File: config.mk
export PLATFORM = sky130hd
export DESIGN_NAME = mptw_ctrl
export DESIGN_NICKNAME = d
export VERILOG_FILES = /design/src/design/mptw_pkg.sv /design/src/design/mptw_ctrl.sv
export SDC_FILE = /design/constraint.sdc
export NUM_CORES = 1
export LEC_CHECK = 0
export BUFFER_PORTS_ARGS = -buffer_cell sky130_fd_sc_hd__buf_2
export CAP_MARGIN = 40
export CORE_AREA = 4 4 41 43
export CTS_CLUSTER_DIAMETER = 60
export CTS_CLUSTER_SIZE = 8
export DETAILED_ROUTE_END_ITERATION = 8
export DIE_AREA = 0 0 45 47
export GPL_TIMING_DRIVEN = 0
export PLACE_DENSITY = 0.65
export RECOVER_POWER = 100
export SLEW_MARGIN = 20
export SYNTH_ARGS = -nofsm -noshare
export SYNTH_HDL_FRONTEND = slang
export SYNTH_SLANG_ARGS = --single-unit
export TNS_END_PERCENT = 100
File: constraint.sdc
create_clock -name clk -period 2.1 [get_ports clk]
set_clock_uncertainty 0.05 [all_clocks]
set_input_delay 0.105 -clock clk [delete_from_list [all_inputs] [get_ports clk]]
set_output_delay 0.105 -clock clk [all_outputs]
set_load 0.01 [all_outputs]
File: src/design/mptw_pkg.sv
// Shared constants, codes and control types of the page table walker.
package mptw_pkg;

    localparam int NUM_FRAMES_DEF = 64;
    localparam int LEVELS_DEF     = 5;
    localparam int INDEX_BITS_DEF = 9;

    localparam int VPN_W      = 45;
    localparam int PPN_W      = 52;
    localparam int ENTRY_W    = 64;
    localparam int PAGE_SHIFT = 12;
    localparam int ROOT_W     = 6;
    localparam int FREE_W     = 7;
    localparam int STATUS_W   = 2;
    localparam int CFG_IDX_W  = 1;
    localparam int CFG_DATA_W = 7;

    localparam logic [ROOT_W-1:0] ROOT_RESET = ROOT_W'(0);
    localparam logic [FREE_W-1:0] FREE_RESET = FREE_W'(1);

    localparam logic [CFG_IDX_W-1:0] CFG_ROOT_FRAME = 1'b0;
    localparam logic [CFG_IDX_W-1:0] CFG_FIRST_FREE = 1'b1;

    localparam logic [STATUS_W-1:0] STATUS_OK       = 2'd0;
    localparam logic [STATUS_W-1:0] STATUS_NO_FRAME = 2'd1;
    localparam logic [STATUS_W-1:0] STATUS_BAD_PTR  = 2'd2;

    typedef enum logic [2:0] {
        S_CLEAR,
        S_IDLE,
        S_START,
        S_ISSUE,
        S_EVAL,
        S_ZERO,
        S_LINK,
        S_RESULT
    } walk_state_t;

    typedef enum logic [2:0] {
        MEM_NONE,
        MEM_READ,
        MEM_WR_LEAF,
        MEM_WR_CLEAR,
        MEM_WR_ZERO,
        MEM_WR_LINK
    } mem_op_t;

    typedef enum logic [1:0] {
        RES_OK,
        RES_HIT,
        RES_NO_FRAME,
        RES_BAD_PTR
    } res_kind_t;

    typedef struct packed {
        mem_op_t   mem_op;
        logic      load_item;
        logic      advance;
        logic      link;
        logic      alloc_latch;
        logic      sweep_clr;
        logic      sweep_inc;
        logic      set_result;
        res_kind_t res_kind;
        logic      push;
    } walk_cmd_t;

    typedef struct packed {
        logic root_bad;
        logic last_level;
        logic is_update;
        logic entry_valid;
        logic ptr_bad;
        logic alloc_bad;
        logic sweep_last_all;
        logic sweep_last_frame;
        logic out_free;
    } walk_stat_t;

endpackage

File: src/design/mptw_ctrl.sv
// Controller state machine that sequences clearing, walking, allocation and result transfer.
module mptw_ctrl (
    input  logic                 clk,
    input  logic                 rst_n,
    input  logic                 in_valid,
    output logic                 in_stall,
    input  mptw_pkg::walk_stat_t stat,
    output mptw_pkg::walk_cmd_t  cmd
);

    mptw_pkg::walk_state_t state_reg;
    mptw_pkg::walk_state_t state_next;

    always_ff @(posedge clk or negedge rst_n)
    begin
        if (!rst_n)
        begin
            state_reg <= mptw_pkg::S_CLEAR;
        end
        else
        begin
            state_reg <= state_next;
        end
    end

    always_comb
    begin
        state_next = state_reg;
        unique case (state_reg)
            mptw_pkg::S_CLEAR:
            begin
                if (stat.sweep_last_all)
                begin
                    state_next = mptw_pkg::S_IDLE;
                end
            end
            mptw_pkg::S_IDLE:
            begin
                if (in_valid)
                begin
                    state_next = mptw_pkg::S_START;
                end
            end
            mptw_pkg::S_START:
            begin
                state_next = stat.root_bad ? mptw_pkg::S_RESULT : mptw_pkg::S_ISSUE;
            end
            mptw_pkg::S_ISSUE:
            begin
                if (stat.last_level && stat.is_update)
                begin
                    state_next = mptw_pkg::S_RESULT;
                end
                else
                begin
                    state_next = mptw_pkg::S_EVAL;
                end
            end
            mptw_pkg::S_EVAL:
            begin
                if (stat.last_level)
                begin
                    state_next = mptw_pkg::S_RESULT;
                end
                else if (stat.entry_valid)
                begin
                    state_next = stat.ptr_bad ? mptw_pkg::S_RESULT : mptw_pkg::S_ISSUE;
                end
                else if (!stat.is_update || stat.alloc_bad)
                begin
                    state_next = mptw_pkg::S_RESULT;
                end
                else
                begin
                    state_next = mptw_pkg::S_ZERO;
                end
            end
            mptw_pkg::S_ZERO:
            begin
                if (stat.sweep_last_frame)
                begin
                    state_next = mptw_pkg::S_LINK;
                end
            end
            mptw_pkg::S_LINK:
            begin
                state_next = mptw_pkg::S_ISSUE;
            end
            mptw_pkg::S_RESULT:
            begin
                if (stat.out_free)
                begin
                    state_next = mptw_pkg::S_IDLE;
                end
            end
            default:
            begin
                state_next = mptw_pkg::S_CLEAR;
            end
        endcase
    end

    always_comb
    begin
        cmd          = '0;
        cmd.mem_op   = mptw_pkg::MEM_NONE;
        cmd.res_kind = mptw_pkg::RES_OK;
        in_stall     = 1'b1;
        unique case (state_reg)
            mptw_pkg::S_CLEAR:
            begin
                cmd.mem_op    = mptw_pkg::MEM_WR_CLEAR;
                cmd.sweep_inc = 1'b1;
                cmd.sweep_clr = stat.sweep_last_all;
            end
            mptw_pkg::S_IDLE:
            begin
                in_stall      = 1'b0;
                cmd.load_item = in_valid;
            end
            mptw_pkg::S_START:
            begin
                if (stat.root_bad)
                begin
                    cmd.set_result = 1'b1;
                    cmd.res_kind   = mptw_pkg::RES_BAD_PTR;
                end
            end
            mptw_pkg::S_ISSUE:
            begin
                if (stat.last_level && stat.is_update)
                begin
                    cmd.mem_op     = mptw_pkg::MEM_WR_LEAF;
                    cmd.set_result = 1'b1;
                    cmd.res_kind   = mptw_pkg::RES_OK;
                end
                else
                begin
                    cmd.mem_op = mptw_pkg::MEM_READ;
                end
            end
            mptw_pkg::S_EVAL:
            begin
                if (stat.last_level)
                begin
                    cmd.set_result = 1'b1;
                    cmd.res_kind   = stat.entry_valid ? mptw_pkg::RES_HIT : mptw_pkg::RES_OK;
                end
                else if (stat.entry_valid)
                begin
                    if (stat.ptr_bad)
                    begin
                        cmd.set_result = 1'b1;
                        cmd.res_kind   = mptw_pkg::RES_BAD_PTR;
                    end
                    else
                    begin
                        cmd.advance = 1'b1;
                    end
                end
                else if (!stat.is_update)
                begin
                    cmd.set_result = 1'b1;
                    cmd.res_kind   = mptw_pkg::RES_OK;
                end
                else if (stat.alloc_bad)
                begin
                    cmd.set_result = 1'b1;
                    cmd.res_kind   = mptw_pkg::RES_NO_FRAME;
                end
                else
                begin
                    cmd.alloc_latch = 1'b1;
                    cmd.sweep_clr   = 1'b1;
                end
            end
            mptw_pkg::S_ZERO:
            begin
                cmd.mem_op    = mptw_pkg::MEM_WR_ZERO;
                cmd.sweep_inc = 1'b1;
            end
            mptw_pkg::S_LINK:
            begin
                // The link is written after the zero sweep, so it survives even when
                // the new frame is the one that holds the link.
                cmd.mem_op = mptw_pkg::MEM_WR_LINK;
                cmd.link   = 1'b1;
            end
            mptw_pkg::S_RESULT:
            begin
                cmd.push = stat.out_free;
            end
            default:
            begin
                in_stall = 1'b1;
            end
        endcase
    end

endmodule

==> flow_metrics.py <==
metrics = {
    "layout": {
        "areaGrowthSynthToFinish_pct": 36.59,
        "stdcell_count": 111,
        "antenna_cells": 0,
        "finalCoreUtilization_pct": 47.02,
        "nNetsFinal": 109,
        "largest_reg_flops": 3,
        "fin_area_um2": 611.8,
        "drive_gt1_share_pct": 23.96,
        "n_fill_cell": 158,
    },
    "clock_tree": {
        "clkTransAtPathRegs_ps": 40,
        "cts_max_path_buffers": 2,
        "cts.sinks": 3,
        "cts_setup_buffers": 0,
        "clk_latency_ps": 240,
        "cts_root_buf": "clkbuf_4",
        "cts_tree": "done",
        "numCtsBuffers": 3,
        "htree_levels": 1,
    },
    "synthesis": {
        "syn_nets": 78,
        "syn_area_um2": 447.9,
        "synth_cells": 66,
        "avgSynthCellArea_um2": 6.787,
        "yosysWarnings": 0,
        "ys_seq_elements": 3,
        "yosysSeqAreaShare_pct": 16.76,
        "synth_cell_type_count": 33,
    },
    "outcome": {
        "status": "finished, final reports clean",
    },
    "routing": {
        "vias_per_cell": 5.225,
        "routedWlPerCell_um": 11.95,
        "postRouteAntennaNets": 0,
        "drtIter0Drc": 17,
        "first_pass_iters": 4,
        "remaining_drc_errors": 0,
        "wirelength_um": 1326,
        "vias": 580,
    },
    "sta": {
        "fmax_ghz": 0.5639,
        "setup_viol": 0,
        "rsz0062_at_grt": "false",
        "hold_violations": 0,
        "slew_viol_final": 0,
        "fin_ws_ps": 326.8,
        "relSlewSlack_pct": 70.05,
        "hold-worst-slack_ps": 164.5,
        "tightest_slew_ps": 449.2,
        "fin_crit_sh_pct": 84.44,
        "final.min_clock_period_ps": 1773,
        "setup_tns_ps": 0,
    },
    "setup_path": {
        "crit_path_frequent_cell": "clkbuf_1",
        "worstReg2RegStart": "state_reg[1]",
        "crit_arrival_ps": 1620,
        "critPathMaxFanout": 10,
        "critPathSlowestCell": "clkbuf_1",
        "cp_num_buf_inv": 3,
        "path_cells": "clkbuf_1 -> clkbuf_1 -> nand4_1 -> a21oi_1 -> clkbuf_1",
        "reg2reg_depth": 4,
        "cpPeakStageDelay_ps": 350,
        "crit_start": "state_reg[1]",
        "worst_setup_path_start_kind": "flop",
        "crit_type": "reg2out",
        "cp-end-kind": "output port",
        "crit_cells": 5,
        "crit_family": "buffers and inverters",
        "crit_required_ps": 1950,
    },
    "floorplanning": {
        "start_util_pct": 34.42,
        "die_h_um": 47,
        "ios": 26,
        "core_um2": 1301,
        "die-area_um2": 2115,
        "die_w_um": 45,
        "row_count": 13,
    },
    "global_route": {
        "grt_pass1_wl_um": 2035,
        "grt_max_degree": 11,
        "grt_usage_pct": 13.51,
        "grt_pass1_vias": 480,
        "grt_overflow": 0,
        "grt_antenna_before_repair": 0,
    },
    "min_path": {
        "hold_path.class": "in2async",
    },
    "placement": {
        "place_area_um2": 591.8,
        "post-place-ws_ps": 591.5,
        "gp_congestion": 0.7351,
        "io_buffers": 25,
        "dpl.cell_count": 106,
        "hpwl_um": 1021,
    },
    "power": {
        "power_mw": 0.8114,
        "power_density_nw_per_um2": 1326,
        "p_leak_nw": 0.2593,
        "max-vdd-ir-drop_mv": 0.4815,
    },
    "flow_run": {
        "drv_cap": 0,
    },
}
## timing repair
action | CTS | global route
hold buffers | 1 | 0
gates resized for setup | 0 | 0
endpoints found under the hold margin | 3 | 0
## where the power goes
| group | total (mW) | switching, mW | internal (mW) | leakage, nW |
|---|---|---|---|---|
| clock network | 0.103 | 0.0315 | 0.0713 | 0.0150 |
| registers | 0.110 | 0.0218 | 0.0879 | 0.0338 |
| logic | 0.599 | 0.358 | 0.241 | 0.210 |
| total | 0.811 | 0.412 | 0.400 | 0.259 |
## cell usage after synthesis
| cell | count | share of area, % |
|---|---|---|
| or3_1 | 1 | 1.4 |
| and3_1 | 1 | 1.4 |
| inv_1 | 2 | 1.7 |
| nand2_1 | 10 | 8.4 |
| or2_2 | 1 | 1.4 |
| nand3_1 | 2 | 2.2 |
| o2111ai_1 | 1 | 2.0 |
| mux2i_1 | 1 | 2.2 |
| clkbuf_1 | 3 | 2.5 |
| o211ai_1 | 1 | 1.7 |
| xor2_1 | 2 | 3.9 |
| a31oi_1 | 1 | 1.4 |
| a21oi_1 | 5 | 5.6 |
| and3b_1 | 1 | 2.0 |
| o32ai_1 | 1 | 2.0 |
| nor3b_1 | 1 | 1.7 |
| or3b_2 | 1 | 2.0 |
| mux2_2 | 1 | 2.5 |
| dfrtp_1 | 3 | 17 |
| o21a_1 | 1 | 1.7 |
| nor3_1 | 1 | 1.1 |
| o21ai_0 | 4 | 4.5 |
| and2_1 | 1 | 1.4 |
| or4b_4 | 1 | 3.1 |
| o22ai_1 | 2 | 2.8 |
| o221a_2 | 1 | 2.5 |
| nor2b_1 | 3 | 4.2 |
| buf_1 | 2 | 1.7 |
| nor2_2 | 1 | 1.4 |
| buf_6 | 1 | 2.5 |
| mux2_4 | 1 | 3.4 |
| nand4_1 | 1 | 1.4 |
| nor2_1 | 7 | 5.9 |
## cell usage in the layout (no fill, tap or decap), drive strengths merged
master	count
nor2b	3
o211ai	1
o22ai	2
a31oi	1
nor2	8
dlygate4sd3	1
a21oi	5
inv	2
mux2	2
buf	13
o32ai	1
or3b	1
nor3b	1
or3	1
xor2	2
or4b	1
clkbuf	22
nand3	2
o2111ai	1
o21ai	4
o221a	1
o21a	1
dfrtp	3
nand2	10
mux2i	1
nand4	1
and2	1
nor3	1
or2	1
and3b	1
and3	1
## final timing paths
check,endpoint,slack (ps)
setup / recovery,cmd[11],330
hold / removal,state_reg[2],160
setup reg to reg,state_reg[1],640
hold reg to reg,state_reg[1],730
max in group asynchronous,state_reg[1],1660
min in group clk,state_reg[2],210
## metal layers
metal / up-vias / wire length [µm] / global-route usage [%] / share of wire (%)
met1: 251 / 574 / 19.55 / 43
li1: 294 / - / - / -
met2: 31 / 601 / 17.51 / 45
met4: 0 / 32 / 9.942 / 2.4
met5: - / 0 / 0 / 0
met3: 4 / 117 / 2.299 / 8.8
## kinds of logic (layout without fill, tap and decap cells)
family	after synthesis	in the layout	share of synthesized area, %
AND/OR/NAND/NOR	33	33	38.83
AO/OA/AOI/OAI	17	17	24.02
buffers and inverters	8	38	8.381
multiplexers	3	3	8.099
flip-flops	3	3	16.76
XOR/XNOR	2	2	3.911
## layout make-up
| type | instances | area (µm²) | area share (%) |
|---|---|---|---|
| sequential | 3 | 75.07 | 12.27 |
| buffer | 6 | 30.03 | 4.908 |
| inverter | 2 | 7.507 | 1.227 |
| timing repair buffer | 26 | 118.9 | 19.43 |
| multi-input combinational | 55 | 335.3 | 54.81 |
| clock buffer | 4 | 26.28 | 4.294 |
| tap | 15 | 18.77 | 3.067 |
Power figures use the tool's default switching activity.
